[src/sv/i2csm_pkg.sv]
// Package for the I2C sensor master core: command codes, bus phases,
// widths of the stream payloads and burst geometry. No dependencies.
package i2csm_pkg;

    localparam int BURST_BYTES   = 6;
    localparam int CAPTURE_BYTES = 6;
    localparam int CAPTURE_W     = CAPTURE_BYTES * 8;
    localparam int SAMPLE_W      = 18;
    localparam int IN_W          = 24;
    localparam int OUT_W         = 56;
    localparam int CFG_DATA_W    = 8;

    typedef enum logic [1:0] {
        CMD_TICK  = 2'd0,
        CMD_WRITE = 2'd1,
        CMD_READ  = 2'd2,
        CMD_BURST = 2'd3
    } cmd_t;

    typedef enum logic {
        CFG_DEVICE_ADDRESS = 1'b0,
        CFG_FIFO_REGISTER  = 1'b1
    } cfg_index_t;

    // Byte stages of a transfer, kept in byte_count while sending.
    localparam logic [2:0] STAGE_DEV_W  = 3'd0;
    localparam logic [2:0] STAGE_REG    = 3'd1;
    localparam logic [2:0] STAGE_DATA   = 3'd2;
    localparam logic [2:0] STAGE_DEV_R  = 3'd3;

    typedef enum logic [16:0] {
        PH_IDLE       = 17'h00001,
        PH_START_LOW  = 17'h00002,
        PH_TX_LOW     = 17'h00004,
        PH_TX_HIGH    = 17'h00008,
        PH_ACK_LOW    = 17'h00010,
        PH_ACK_HIGH   = 17'h00020,
        PH_RS_LOW     = 17'h00040,
        PH_RS_HIGH    = 17'h00080,
        PH_RS_FALL    = 17'h00100,
        PH_RS_CLAMP   = 17'h00200,
        PH_RX_LOW     = 17'h00400,
        PH_RX_HIGH    = 17'h00800,
        PH_MACK_LOW   = 17'h01000,
        PH_MACK_HIGH  = 17'h02000,
        PH_STOP_LOW   = 17'h04000,
        PH_STOP_HIGH  = 17'h08000,
        PH_STOP_END   = 17'h10000
    } phase_t;

    typedef struct packed {
        logic [SAMPLE_W-1:0] ir_sample;
        logic [SAMPLE_W-1:0] red_sample;
        logic [7:0]          read_byte;
        logic                ok;
        logic                done_res;
        logic                busy_res;
        logic                sda_oe;
        logic                sda_out;
        logic                scl;
    } result_t;

endpackage

[src/sv/i2c_sensor_master_fsm_core.sv]
// Top level of the I2C sensor master: tick-driven bus sequencer with a
// result register and skid stage on the output stream. Uses i2csm_pkg.
//
// channel   | dir | handshake                   | payload
// s_axis    | in  | s_axis_tvalid/s_axis_tready | tuser opcode, tdata tick fields
// m_axis    | out | m_axis_tvalid/m_axis_tready | tdata line levels, status, samples
// cfg       | in  | cfg_we (no wait)            | cfg_index, cfg_data
//
// One tick per cycle while s_axis_tready is high: the next bus state is
// formed in one pass of logic and registered together with the result. A
// result waiting on m_axis goes to the skid stage while one more tick is
// taken; s_axis_tready drops only when the skid stage is full. Reset leaves
// the bus idle (SCL and SDA high, driven).
module i2c_sensor_master_fsm_core
(
    input  logic                              clk,
    input  logic                              rst_n,
    input  logic                              s_axis_tvalid,
    output logic                              s_axis_tready,
    // [7:0] reg_addr, [15:8] write_data, [16] sda_level, [23:17] zero
    input  logic [i2csm_pkg::IN_W-1:0]        s_axis_tdata,
    // [1:0] opcode
    input  logic [1:0]                        s_axis_tuser,
    output logic                              m_axis_tvalid,
    input  logic                              m_axis_tready,
    // [0] scl, [1] sda_out, [2] sda_oe, [3] busy_res, [4] done_res, [5] ok,
    // [13:6] read_byte, [31:14] red_sample, [49:32] ir_sample, [55:50] zero
    output logic [i2csm_pkg::OUT_W-1:0]       m_axis_tdata,
    input  logic                              cfg_we,
    input  logic                              cfg_index,
    input  logic [i2csm_pkg::CFG_DATA_W-1:0]  cfg_data
);
    import i2csm_pkg::*;

    logic [6:0]           device_address_reg;
    logic [7:0]           fifo_register_reg;

    phase_t               phase_reg, phase_next;
    logic [3:0]           bit_count_reg, bit_count_next;
    logic [2:0]           byte_count_reg, byte_count_next;
    logic [7:0]           shift_byte_reg, shift_byte_next;
    cmd_t                 command_kind_reg, command_kind_next;
    logic [7:0]           held_address_reg, held_address_next;
    logic [7:0]           held_data_reg, held_data_next;
    logic [CAPTURE_W-1:0] capture_reg, capture_next;
    logic                 scl_reg, scl_next;
    logic                 sda_reg, sda_next;
    logic                 oe_reg, oe_next;
    logic                 ok_reg, ok_next;
    logic [7:0]           last_read_reg, last_read_next;
    logic [SAMPLE_W-1:0]  red_reg, red_next;
    logic [SAMPLE_W-1:0]  ir_reg, ir_next;
    logic                 done_next;

    result_t              result_next;
    result_t              out_reg;
    result_t              skid_reg;
    logic                 out_valid_reg;
    logic                 skid_valid_reg;

    cmd_t                 opcode;
    logic [7:0]           reg_addr;
    logic [7:0]           write_data;
    logic                 sda_level;
    logic                 in_accept;
    logic                 tx_bit;
    logic                 mack_last;
    logic [7:0]           rx_byte;
    logic [3:0]           bit_count_inc;

    assign opcode     = cmd_t'(s_axis_tuser);
    assign reg_addr   = s_axis_tdata[7:0];
    assign write_data = s_axis_tdata[15:8];
    assign sda_level  = s_axis_tdata[16];

    assign s_axis_tready = !skid_valid_reg;
    assign in_accept     = s_axis_tvalid && s_axis_tready;

    assign tx_bit        = shift_byte_reg[3'd7 - bit_count_reg[2:0]];
    assign rx_byte       = {shift_byte_reg[6:0], sda_level};
    assign bit_count_inc = bit_count_reg + 4'd1;
    assign mack_last     = (command_kind_reg != CMD_BURST)
                           || (byte_count_reg >= 3'(BURST_BYTES - 1));

    always_comb
    begin
        phase_next        = phase_reg;
        bit_count_next    = bit_count_reg;
        byte_count_next   = byte_count_reg;
        shift_byte_next   = shift_byte_reg;
        command_kind_next = command_kind_reg;
        held_address_next = held_address_reg;
        held_data_next    = held_data_reg;
        capture_next      = capture_reg;
        scl_next          = scl_reg;
        sda_next          = sda_reg;
        oe_next           = oe_reg;
        ok_next           = ok_reg;
        last_read_next    = last_read_reg;
        red_next          = red_reg;
        ir_next           = ir_reg;
        done_next         = 1'b0;

        unique case (phase_reg)
            PH_IDLE:
            begin
                if (opcode != CMD_TICK)
                begin
                    command_kind_next = opcode;
                    held_address_next = (opcode == CMD_BURST) ? fifo_register_reg : reg_addr;
                    held_data_next    = write_data;
                    ok_next           = 1'b0;
                    if (opcode == CMD_BURST)
                    begin
                        capture_next = '0;
                    end
                    {scl_next, sda_next, oe_next} = 3'b101;
                    phase_next = PH_START_LOW;
                end
                else
                begin
                    {scl_next, sda_next, oe_next} = 3'b111;
                end
            end
            PH_START_LOW:
            begin
                {scl_next, sda_next, oe_next} = 3'b001;
                shift_byte_next = {device_address_reg, 1'b0};
                byte_count_next = STAGE_DEV_W;
                bit_count_next  = 4'd0;
                phase_next      = PH_TX_LOW;
            end
            PH_TX_LOW:
            begin
                {scl_next, sda_next, oe_next} = {1'b0, tx_bit, 1'b1};
                phase_next = PH_TX_HIGH;
            end
            PH_TX_HIGH:
            begin
                {scl_next, sda_next, oe_next} = {1'b1, tx_bit, 1'b1};
                bit_count_next = bit_count_inc;
                phase_next     = bit_count_inc[3] ? PH_ACK_LOW : PH_TX_LOW;
            end
            PH_ACK_LOW:
            begin
                {scl_next, sda_next, oe_next} = 3'b010;
                phase_next = PH_ACK_HIGH;
            end
            PH_ACK_HIGH:
            begin
                {scl_next, sda_next, oe_next} = 3'b110;
                priority if (sda_level)
                begin
                    ok_next    = 1'b0;
                    phase_next = PH_STOP_LOW;
                end
                else if (byte_count_reg == STAGE_DEV_W)
                begin
                    shift_byte_next = held_address_reg;
                    byte_count_next = STAGE_REG;
                    bit_count_next  = 4'd0;
                    phase_next      = PH_TX_LOW;
                end
                else if (byte_count_reg == STAGE_REG)
                begin
                    if (command_kind_reg == CMD_WRITE)
                    begin
                        shift_byte_next = held_data_reg;
                        byte_count_next = STAGE_DATA;
                        bit_count_next  = 4'd0;
                        phase_next      = PH_TX_LOW;
                    end
                    else
                    begin
                        phase_next = PH_RS_LOW;
                    end
                end
                else if (byte_count_reg == STAGE_DATA)
                begin
                    ok_next    = 1'b1;
                    phase_next = PH_STOP_LOW;
                end
                else
                begin
                    // read address acked: start receiving
                    byte_count_next = 3'd0;
                    bit_count_next  = 4'd0;
                    shift_byte_next = 8'd0;
                    phase_next      = PH_RX_LOW;
                end
            end
            PH_RS_LOW:
            begin
                {scl_next, sda_next, oe_next} = 3'b011;
                phase_next = PH_RS_HIGH;
            end
            PH_RS_HIGH:
            begin
                {scl_next, sda_next, oe_next} = 3'b111;
                phase_next = PH_RS_FALL;
            end
            PH_RS_FALL:
            begin
                {scl_next, sda_next, oe_next} = 3'b101;
                phase_next = PH_RS_CLAMP;
            end
            PH_RS_CLAMP:
            begin
                {scl_next, sda_next, oe_next} = 3'b001;
                shift_byte_next = {device_address_reg, 1'b1};
                byte_count_next = STAGE_DEV_R;
                bit_count_next  = 4'd0;
                phase_next      = PH_TX_LOW;
            end
            PH_RX_LOW:
            begin
                {scl_next, sda_next, oe_next} = 3'b010;
                phase_next = PH_RX_HIGH;
            end
            PH_RX_HIGH:
            begin
                {scl_next, sda_next, oe_next} = 3'b110;
                shift_byte_next = rx_byte;
                bit_count_next  = bit_count_inc;
                if (bit_count_inc[3])
                begin
                    if (command_kind_reg == CMD_READ)
                    begin
                        last_read_next = rx_byte;
                    end
                    else
                    begin
                        // first byte lands in the top of the capture word
                        for (int i = 0; i < CAPTURE_BYTES; i++)
                        begin
                            if (byte_count_reg == 3'(i))
                            begin
                                capture_next[(CAPTURE_BYTES-1-i)*8 +: 8] =
                                    capture_reg[(CAPTURE_BYTES-1-i)*8 +: 8] | rx_byte;
                            end
                        end
                    end
                    phase_next = PH_MACK_LOW;
                end
                else
                begin
                    phase_next = PH_RX_LOW;
                end
            end
            PH_MACK_LOW:
            begin
                {scl_next, sda_next, oe_next} = {1'b0, mack_last, 1'b1};
                phase_next = PH_MACK_HIGH;
            end
            PH_MACK_HIGH:
            begin
                {scl_next, sda_next, oe_next} = {1'b1, mack_last, 1'b1};
                if (mack_last)
                begin
                    ok_next    = 1'b1;
                    phase_next = PH_STOP_LOW;
                end
                else
                begin
                    byte_count_next = byte_count_reg + 3'd1;
                    bit_count_next  = 4'd0;
                    shift_byte_next = 8'd0;
                    phase_next      = PH_RX_LOW;
                end
            end
            PH_STOP_LOW:
            begin
                {scl_next, sda_next, oe_next} = 3'b001;
                phase_next = PH_STOP_HIGH;
            end
            PH_STOP_HIGH:
            begin
                {scl_next, sda_next, oe_next} = 3'b101;
                phase_next = PH_STOP_END;
            end
            PH_STOP_END:
            begin
                {scl_next, sda_next, oe_next} = 3'b111;
                done_next = 1'b1;
                if (command_kind_reg == CMD_BURST)
                begin
                    if (ok_reg)
                    begin
                        red_next = capture_reg[24 +: SAMPLE_W];
                        ir_next  = capture_reg[0 +: SAMPLE_W];
                    end
                    else
                    begin
                        red_next = '0;
                        ir_next  = '0;
                    end
                end
                phase_next = PH_IDLE;
            end
            default:
            begin
                {scl_next, sda_next, oe_next} = 3'b111;
                phase_next = PH_IDLE;
            end
        endcase
    end

    always_comb
    begin
        result_next.scl        = scl_next;
        result_next.sda_out    = oe_next ? sda_next : 1'b1;
        result_next.sda_oe     = oe_next;
        result_next.busy_res   = (phase_next != PH_IDLE);
        result_next.done_res   = done_next;
        result_next.ok         = ok_next;
        result_next.read_byte  = last_read_next;
        result_next.red_sample = red_next;
        result_next.ir_sample  = ir_next;
    end

    always_ff @(posedge clk or negedge rst_n)
    begin
        if (!rst_n)
        begin
            device_address_reg <= 7'd87;
            fifo_register_reg  <= 8'd7;
        end
        else if (cfg_we)
        begin
            unique case (cfg_index_t'(cfg_index))
                CFG_DEVICE_ADDRESS: device_address_reg <= cfg_data[6:0];
                CFG_FIFO_REGISTER:  fifo_register_reg  <= cfg_data;
                default:            fifo_register_reg  <= fifo_register_reg;
            endcase
        end
    end

    always_ff @(posedge clk or negedge rst_n)
    begin
        if (!rst_n)
        begin
            phase_reg        <= PH_IDLE;
            bit_count_reg    <= 4'd0;
            byte_count_reg   <= 3'd0;
            shift_byte_reg   <= 8'd0;
            command_kind_reg <= CMD_TICK;
            held_address_reg <= 8'd0;
            held_data_reg    <= 8'd0;
            capture_reg      <= '0;
            scl_reg          <= 1'b1;
            sda_reg          <= 1'b1;
            oe_reg           <= 1'b1;
            ok_reg           <= 1'b0;
            last_read_reg    <= 8'd0;
            red_reg          <= '0;
            ir_reg           <= '0;
        end
        else if (in_accept)
        begin
            phase_reg        <= phase_next;
            bit_count_reg    <= bit_count_next;
            byte_count_reg   <= byte_count_next;
            shift_byte_reg   <= shift_byte_next;
            command_kind_reg <= command_kind_next;
            held_address_reg <= held_address_next;
            held_data_reg    <= held_data_next;
            capture_reg      <= capture_next;
            scl_reg          <= scl_next;
            sda_reg          <= sda_next;
            oe_reg           <= oe_next;
            ok_reg           <= ok_next;
            last_read_reg    <= last_read_next;
            red_reg          <= red_next;
            ir_reg           <= ir_next;
        end
    end

    // Output register with one skid entry behind it.
    always_ff @(posedge clk or negedge rst_n)
    begin
        if (!rst_n)
        begin
            out_valid_reg  <= 1'b0;
            skid_valid_reg <= 1'b0;
        end
        else if (!out_valid_reg || m_axis_tready)
        begin
            if (skid_valid_reg)
            begin
                out_valid_reg  <= 1'b1;
                skid_valid_reg <= 1'b0;
            end
            else
            begin
                out_valid_reg <= in_accept;
            end
        end
        else if (in_accept)
        begin
            skid_valid_reg <= 1'b1;
        end
    end

    always_ff @(posedge clk)
    begin
        if (!out_valid_reg || m_axis_tready)
        begin
            if (skid_valid_reg)
            begin
                out_reg <= skid_reg;
            end
            else if (in_accept)
            begin
                out_reg <= result_next;
            end
        end
        else if (in_accept)
        begin
            skid_reg <= result_next;
        end
    end

    assign m_axis_tvalid = out_valid_reg;
    assign m_axis_tdata  = {(OUT_W - $bits(result_t))'(0), out_reg};

    // The skid entry only fills behind a stalled output register.
    assert property (@(posedge clk) disable iff (!rst_n)
        skid_valid_reg |-> out_valid_reg)
        else $error("skid entry valid with empty output register");

    // A released data line must read back as high.
    assert property (@(posedge clk) disable iff (!rst_n)
        (out_valid_reg && !out_reg.sda_oe) |-> out_reg.sda_out)
        else $error("released SDA not reported high");

    // A transaction in progress never returns to idle before its stop ends.
    assert property (@(posedge clk) disable iff (!rst_n)
        (in_accept && phase_reg != PH_IDLE && phase_reg != PH_STOP_END)
            |=> (phase_reg != PH_IDLE))
        else $error("transaction left busy state early");

    // The bit counter stops at eight.
    assert property (@(posedge clk) disable iff (!rst_n)
        !bit_count_reg[3] || (bit_count_reg[2:0] == 3'd0))
        else $error("bit counter overran a byte");

endmodule
[config.mk]
export PLATFORM = sky130hd
export DESIGN_NAME = i2c_sensor_master_fsm_core
export DESIGN_NICKNAME = d
export VERILOG_FILES = /design/src/sv/i2csm_pkg.sv /design/src/sv/i2c_sensor_master_fsm_core.sv
export SDC_FILE = /design/constraint.sdc
export NUM_CORES = 1
export LEC_CHECK = 0
export BUFFER_PORTS_ARGS = -buffer_cell sky130_fd_sc_hd__buf_4
export CORE_AREA = 2 2 139 154
export CTS_CLUSTER_SIZE = 20
export DETAILED_ROUTE_END_ITERATION = 8
export DIE_AREA = 0 0 141 156
export PLACE_DENSITY = 0.75
export SETUP_SLACK_MARGIN = 0.15
export SLEW_MARGIN = 40
export SYNTH_ARGS = -nofsm -noshare
export SYNTH_HDL_FRONTEND = slang
export SYNTH_SLANG_ARGS = --single-unit
export TNS_END_PERCENT = 100
[constraint.sdc]
create_clock -name clk -period 9 [get_ports clk]
set_clock_uncertainty 0.1 [all_clocks]
set_input_delay 0.9 -clock clk [delete_from_list [all_inputs] [get_ports clk]]
set_output_delay 0.9 -clock clk [all_outputs]
set_load 0.01 [all_outputs]
# After elaboration in Yosys (flattened, before gate mapping)
# Cells that the tools add are included.
[op_classes]
n_addsub = 3
order_cmp = 2
n_eq_ne = 42
muxes = 72
bitwise_logic = 8
reduce_logical = 34
[op_table]
columns = ["op", "n"]
rows = [
  ["$pmux 17 s15", 1],
  ["$mux 48", 4],
  ["$mux 8", 16],
  ["$mux 18", 6],
  ["$mux 50", 2],
  ["$pmux 48 s2", 1],
  ["$mux 17", 4],
  ["$or 8x8->8", 6],
  ["$reduce_and 7->1", 6],
  ["$pmux 8 s5", 1],
  ["$mux 15", 2],
  ["$ne 2x2->1 const B", 13],
  ["$mux 4", 6],
  ["$mux 3", 6],
  ["$reduce_and 6->1", 3],
  ["$eq 17x1->1 const B", 1],
  ["$eq 17x10->1 const B", 1],
  ["$eq 17x11->1 const B", 1],
  ["$eq 17x12->1 const B", 1],
  ["$eq 17x13->1 const B", 1],
  ["$eq 17x14->1 const B", 1],
  ["$eq 17x15->1 const B", 1],
  ["$eq 17x16->1 const B", 1],
  ["$eq 17x17->1 const B", 1],
  ["other kinds (43)", 75],
]
[word_totals]
regBits = 260
input_bits = 40
out_inout_bits = 58
wordCells = 200

# Depth between registers and ports, before layout
# Gate-level depths: netlist of run 1.
[logic_depth]
ltp_word = 9
mapped_depth = 10
ltp_nobuf = 8

# Worst setup path after synthesis of run 1
# No wires, ideal clock.
[synth_timing]
kind = "input-to-reg"
from = "in s_axis_tvalid"
to = "reg skid_reg[0] (netlist name) (enable)"
setup_time_ns = 0.458
arrival_ns = 3.584
t_required_ns = 8.442
slack_ns = 4.858
path_stages = 4
n_path_buf = 2
path_cell_list = "nand2_1 > clkbuf_1 > clkbuf_1 > nor2_1"
[synth_via]
elab_chain_cells = 2
[synth_lines]
columns = ["element", "line", "rtl"]
rows = [
  ["start: declaration", "i2c_sensor_master_fsm_core.sv:18", "input logic s_axis_tvalid,"],
  ["$logic_and 1x1->1", "i2c_sensor_master_fsm_core.sv:77", "assign in_accept = s_axis_tvalid && s_axis_tready;"],
  ["$reduce_and 2->1 (no source line)", "-", ""],
  ["end signal: assignment", "i2c_sensor_master_fsm_core.sv:419", "skid_reg <= result_next;"],
  ["end: declaration", "i2c_sensor_master_fsm_core.sv:57", "result_t skid_reg;"],
]
# No other way between the ends.
# A chain may end at the register's enable or synchronous reset.

# Worst setup path after layout of run 1
[layout_timing]
from = "reg phase_reg[5]"
to = "reg held_data_reg[1]"
[layout_via]
elab_chain_cells = 2
[layout_lines]
columns = ["element", "line", "rtl"]
rows = [
  ["start: declaration", "i2c_sensor_master_fsm_core.sv:38", "phase_t phase_reg, phase_next;"],
  ["start signal: assignment", "i2c_sensor_master_fsm_core.sv:360", "phase_reg <= phase_next;"],
  ["$eq 17x1->1", "i2c_sensor_master_fsm_core.sv:104", "unique case (phase_reg)"],
  ["$reduce_and 3->1 (no source line)", "-", ""],
  ["end signal: assignment", "i2c_sensor_master_fsm_core.sv:366", "held_data_reg <= held_data_next;"],
  ["end: declaration", "i2c_sensor_master_fsm_core.sv:44", "logic [7:0] held_data_reg, held_data_next;"],
]
# No other way between the ends.

==> summary.md, run 1 <==
| Metric | Value |
|---|---|
| Pin count of the biggest net entering global routing | 81 |
| Clock root cell | clkbuf_16 |
| Async SR Flop Fraction | 59.7% |
| YS warnings | 0 |
| Initial antenna violation count | 0 |
| Vias in the first global route | 7,132 |
| Final GP Congestion | 0.938 |
| Critical Path AT | 3570 ps |
| First-pass GRT wire length | 37,300 um |
| DP Cell Count | 1,232 |
| Post-Syn Area | 11,100 um2 |
| Final hold slack | 272 ps |
| Clock sink total | 248 |
| Routed Antenna Nets | 0 |
| Clk buf depth | 3 |
| Critical path endpoint category | flop |
| Antenna diodes | 0 |
| Via count | 7,374 |
| Area growth syn-to-layout | 13.8% |
| Startpoint types | flop |
| Final Non-Filler Cells | 1,278 |
| Worst Hold Class | input port to asynchronous set/reset pin |
| CP Max Fanout | 14 |
| Die Y | 156 um |
| Starting Density | 54.2% |
| Worst IR Drop VDD | 0.164 mV |
| Leakage | 0.00524 uW |
| Design Area, Final | 12,600 um2 |
| Yosys top cell area share | 31.4% |
| CTS buffer count | 25 |
| Residual DRC count | 0 |
| Crit path max-delay cell type | or3b_1 |
| Number of enable flip-flop cells after synthesis | 100 |
| Rows | 55 |
| Tot GR Track Use | 21.1% |
| Crit-path cells | nor4_4, nand4_1, or3b_1, nor3_4, buf_6, mux2_2 |
| Worst Max-Slew Pin Slew | 841 ps |
| Reg2reg path depth | 6 |
| I/O Buffers | 84 |
| Placed Area | 11,900 um2 |
| Drt total wl | 22,900 um |
| Proportion of layout cells with a drive suffix above 1 | 23.8% |
| Distinct cell type count after synthesis | 67 |
| Pwr/cell area | 225 nW/um2 |
| H-tree Lvls | 1 |
| Slowest cell delay on critical path | 680 ps |
| R2r startpoint | phase_reg[5] |
| Worst-Skew Late Latency | 520 ps |
| Die W | 141 um |
| Hold_buf cts | 0 |
| Post-CTS Resized | 0 |
| Wirelength per Cell | 18.0 um |
| Synth area leaders | dfrtp_1 (31%), edfxtp_1 (27%), mux2_2 (8.1%), nand2_1 (5.2%), o21ai_0 (3.1%) |
| Number of I/O pins | 98 |
| Critical Path RT | 9300 ps |
| CTS clock-pin slew for the worst setup and hold paths | 60 ps |
| Grt total ovfl | 0 |
| Maxcap violations | 0 |
| Final hold viol count | 0 |
| Top delay family on crit path | simple AND/OR/NAND/NOR gates |
| Post-synthesis instance total | 944 |
| Final Max Slew Viols | 0 |
| DRT iter0 DRCs | 555 |
| WP buf/inv | 1 |
| Syn_area_per_cell | 11.7 um2 |
| Dpl hpwl | 15,100 um |
| Die area | 22,000 um2 |
| Max-slew headroom | 43.6% |
| Register area share after synthesis | 60.6% |
| R2r setup slk | 5730 ps |
| Setup Viol. Count Final | 0 |
| Main flop type after synthesis | dfrtp_1 |
| Fin crit period | 3270 ps |
| Number of synthesized register bits | 248 |
| TNS Setup | 0 ps |
| F_max | 306 MHz |
| Final period util | 36.3% |
| Status | completed |
| Synth area leader | dfrtp_1 |
| Total setup buffers inserted after CTS | 0 |
| CTS tree | yes |
| Vias per cell | 5.77 |
| Critical path class | flop to flop |
| Core box area | 20,400 um2 |
| Final nets | 1,049 |
| DRT Pass-1 Iters | 5 |
| RSZ-0062 raised after global routing | false |
| RR Endpoint | held_data_reg[1] |
layer usage:
layer	wire (um)	track usage, %	vias up
li1	-	-	3553
met1	10400	29.3	3590
met2	11100	34.6	183
met3	895	2.82	48
met4	585	7.19	0
met5	0	0	-
layout make-up:
class                      instances  area, um2
multi-input combinational        618       4050
timing repair buffer              95        724
clock buffer                      36        697
inverter                          15       56.3
sequential                       248       6720
clock inverter                    10       48.8
tap                              256        320
fill                            1609       7820
worst max-delay path by stage:
stage / from / to / slack (ps) / depth (start not counted)
after floorplan: s_axis_tvalid / skid_reg[0] / 4860 / 4
after global placement: phase_reg[5] / red_reg[6] / 5170 / 6
after detailed placement: byte_count_reg[0] / shift_byte_reg[5] / 5730 / 8
after CTS: byte_count_reg[0] / shift_byte_reg[2] / 5710 / 8
after global routing: byte_count_reg[1] / shift_byte_reg[2] / 5480 / 8
final: phase_reg[5] / held_data_reg[1] / 5730 / 6
cells by family after synthesis:
logic type,after synthesis,synth area share (%)
multiplexers,104,10.6
other,1,0.0338
XOR/XNOR,5,0.395
AND/OR/NAND/NOR,300,13.0
buffers and inverters,83,3.35
flip-flops,248,60.6
AO/OA/AOI/OAI,197,11.3
adder cells (fa/ha/maj),6,0.677
power breakdown:
part           leakage, uW  total (uW)  internal [uW]  switching [uW]
Sequential         0.00278        1480           1340             138
Combinational      0.00210         411            191             220
Clock             0.000363         949            537             413
metrics by stage:
step | power (uW) | utilization (%) | setup slack [ps]
3_3_place_gp | 1890 | 57.9 | 5170
3_5_place_dp | 1910 | 58.1 | 5730
5_1_grt | 2980 | 61.7 | 5480
2_1_floorplan | 1750 | - | 4860
6_report | 2840 | 61.7 | 5730
4_1_cts | 2860 | 61.7 | 5710
synth_stat cells, drive strengths merged (3+ instances only):
cell type / instances
nand3: 5
inv: 15
a222oi: 7
nand4: 12
clkbuf: 42
a21oi: 21
or3b: 3
mux2i: 16
nand3b: 5
or2: 5
dfrtp: 139
o31ai: 4
dfstp: 9
buf: 26
mux2: 86
nor4: 13
xnor2: 3
nand2b: 9
or3: 4
o21ai: 94
o32ai: 3
nor2b: 4
edfxtp: 100
and4: 5
a31oi: 18
ha: 6
nor3b: 4
a21boi: 7
nor3: 14
nor2: 55
nand2: 154
a22o: 23
placed cells by master (no fill, tap or decap), types with 9 or more instances in the layout:
master,n
clkbuf_16,25
edfxtp_1,100
dfrtp_1,139
buf_4,92
nor2_1,53
o21ai_0,69
o21ai_1,25
nand2_1,154
mux2i_1,16
a31oi_1,18
a21oi_1,20
inv_1,14
a22o_1,23
nor3_1,11
nor4_1,10
mux2_2,80
nand4_1,12
dfstp_2,9
worst register-to-register path, delay by kind of cell (launching register included):
family,cells,cell delay [ps]
buf+inv,1,240
simple gates,4,2020
mux,1,350
flops,1,460
Note: power is estimated with default switching activity, not from simulation.
==> run 2, diff against run 1 <==
--- a/config.mk
+++ b/config.mk
@@ -6,11 +6,11 @@
 export NUM_CORES = 1
 export LEC_CHECK = 0
 export BUFFER_PORTS_ARGS = -buffer_cell sky130_fd_sc_hd__buf_4
-export CORE_AREA = 2 2 139 154
+export CORE_AREA = 2 2 140 156
 export CTS_CLUSTER_SIZE = 20
 export DETAILED_ROUTE_END_ITERATION = 8
-export DIE_AREA = 0 0 141 156
-export PLACE_DENSITY = 0.75
+export DIE_AREA = 0 0 142 158
+export PLACE_DENSITY = 0.76
 export SETUP_SLACK_MARGIN = 0.15
 export SLEW_MARGIN = 40
 export SYNTH_ARGS = -nofsm -noshare
==> constraint.sdc (replaced) <==
create_clock -name clk -period 2.95 [get_ports clk]
set_clock_uncertainty 0.1 [all_clocks]
set_input_delay 0.295 -clock clk [delete_from_list [all_inputs] [get_ports clk]]
set_output_delay 0.295 -clock clk [all_outputs]
set_load 0.01 [all_outputs]
==> run 2 against run 1 <==
Compared with the run above:
- setup slack got worse by 5500 ps
- register-to-register slack worse by 5500 ps
- die area up 2.0%
- sequential power grew to 3.0 times the previous value
- first-iteration DRC count is 18% lower
- fmax rose by 22%
- global-route usage grew 0.80 points
- hold slack lost 220 ps
- via count grew 3.0%
- critical path depth up 2
- sequential cell count did not move
- critical endpoint is now m_axis_tdata[25]
==> summary.md, run 2 (synthesized netlist as in run 1, its figures left out) <==
| Metric | Value |
|---|---|
| Status | completed |
| CTS buffer count | 25 |
| Pin count of the biggest net entering global routing | 81 |
| Hold wc startpoint | s_axis_tdata[16] |
| RR Endpoint | m_axis_tdata[25] |
| Vias in the first global route | 7,562 |
| CP Max Fanout | 73 |
| # fillers | 1,577 |
| Startpoint types | flop |
| Pwr/cell area | 686 nW/um2 |
| Final period util | 90.9% |
| First-pass GRT wire length | 39,200 um |
| Worst IR Drop VDD | 0.490 mV |
| F_max | 373 MHz |
| R2r setup slk | 270 ps |
| Dpl hpwl | 15,900 um |
| CTS clock-pin slew for the worst setup and hold paths | 60 ps |
| Antenna diodes | 0 |
| Critical path endpoint category | flop |
| Met3 WL | 818 um |
| Critical Path AT | 2870 ps |
| Slowest cell delay on critical path | 540 ps |
| Worst-Skew Late Latency | 540 ps |
| Crit path max-delay cell type | or3_2 |
| R2r startpoint | phase_reg[13] |
| I/O Buffers | 84 |
| Final hold slack | 50.5 ps |
| Area growth syn-to-layout | 21.0% |
| Die Y | 158 um |
| Starting Density | 52.9% |
| Final worst slack | 267 ps |
| RSZ-0062 raised after global routing | false |
| Final Max Slew Viols | 0 |
| Worst Hold Class | input port to flop |
| Proportion of layout cells with a drive suffix above 1 | 27.0% |
| Commonest non-fill, non-tap cell in the layout | nand2_1 |
| CTS tree | yes |
| Critical path class | flop to flop |
| Clock sink total | 248 |
| Vias per cell | 5.63 |
| H-tree Lvls | 1 |
| WHS Path Cells | 2 |
| Met2 routed WL | 11,700 um |
| Maxcap violations | 0 |
| Tot GR Track Use | 21.9% |
| Setup Viol. Count Final | 0 |
| Grt total ovfl | 0 |
| Die area | 22,400 um2 |
| WHS Endpoint | capture_reg[24] |
| Top sig layer | met4 |
| Number of I/O pins | 98 |
| Critical Path RT | 3130 ps |
| Leakage | 0.00563 uW |
| Core Util, Final | 64.0% |
| Reg2reg path depth | 8 |
| Crit-path cells | nor4_4, buf_4, nand4_1, or3_2, buf_12, nand2_1, o21ai_0, mux2_2 |
| Wirelength per Cell | 17.5 um |
| PnR Total Power | 9200 uW |
| Final nets | 1,116 |
| Max-slew headroom | 47.4% |
| Clk buf depth | 3 |
| DRT Pass-1 Iters | 4 |
| Core box area | 21,000 um2 |
| DRT iter0 DRCs | 453 |
| Residual DRC count | 0 |
| Worst Max-Slew Pin Slew | 787 ps |
| Rows | 56 |
| TNS Setup | 0 ps |
| Drt total wl | 23,600 um |
| Routed Antenna Nets | 0 |
| Final GP Congestion | 0.963 |
| M1 WL | 10,500 um |
| Most frequent cells in the layout | nand2_1 (154), dfrtp_1 (137), buf_4 (128) |
| Clock root cell | clkbuf_16 |
| Final hold viol count | 0 |
| Fin crit period | 2680 ps |
| Die W | 142 um |
| Initial antenna violation count | 0 |
| DP Worst Slack | 132 ps |
| Via count | 7,597 |
run 2: layout make-up:
type	instances	area, um2	share of cell area [%]
sequential	248	6720	50.1
clock buffer	39	729	5.44
timing repair buffer	162	1360	10.2
multi-input combinational	618	4090	30.5
inverter	15	56.3	0.420
clock inverter	7	125	0.933
tap	261	327	2.43
run 2: worst max-delay path by stage:
stage                        startpoint             endpoint  slack [ps]  depth (start not counted)
after global routing       phase_reg[4]     m_axis_tdata[17]         140                          8
final                     phase_reg[13]     m_axis_tdata[25]         270                          8
after detailed placement  phase_reg[13]     m_axis_tdata[25]         130                          7
after CTS                  phase_reg[5]      capture_reg[40]         160                          6
after global placement    phase_reg[13]     m_axis_tdata[25]         140                          7
after floorplan            phase_reg[8]  command_kind_reg[0]         320                          8
run 2: power breakdown:
group / internal [uW] / switching, uW / leakage, uW
clock: 1970 / 1310 / 0.000418
combinational: 696 / 746 / 0.00243
sequential: 4090 / 388 / 0.00278
total: 6760 / 2440 / 0.00563
run 2: what timing repair did:
| action | in CTS | in global routing |
|---|---|---|
| hold buffers | 27 | 0 |
| endpoints found under the hold margin | 105 | 0 |
| buffers inserted | 2 | 2 |
| pin swaps | 2 | 1 |
| cloned | 0 | 0 |
| setup endpoints to repair | 31 | 146 |
| gates resized for setup | 1 | 9 |
run 2: per-stage QoR:
stage                     instances  area, um2
after global placement         1273      12200
after detailed placement       1273      12200
after global routing           1350      13400
after floorplan                 949      11100
after CTS                      1348      13300
final                          1350      13400
run 2: routing by layer:
metal / global-route usage, % / up-vias
met5: 0 / -
met4: 6.90 / 0
met3: 2.72 / 45
met2: 38.3 / 169
met1: 28.6 / 3712
li1: - / 3671
run 2: critical path: cells and delay by family, from the launching register on:
kind,cells,cell delay (ps)
multiplexers,1,310
AND/OR/NAND/NOR,4,1010
buffers and inverters,2,380
AO/OA/AOI/OAI,1,150
flip-flops,1,460
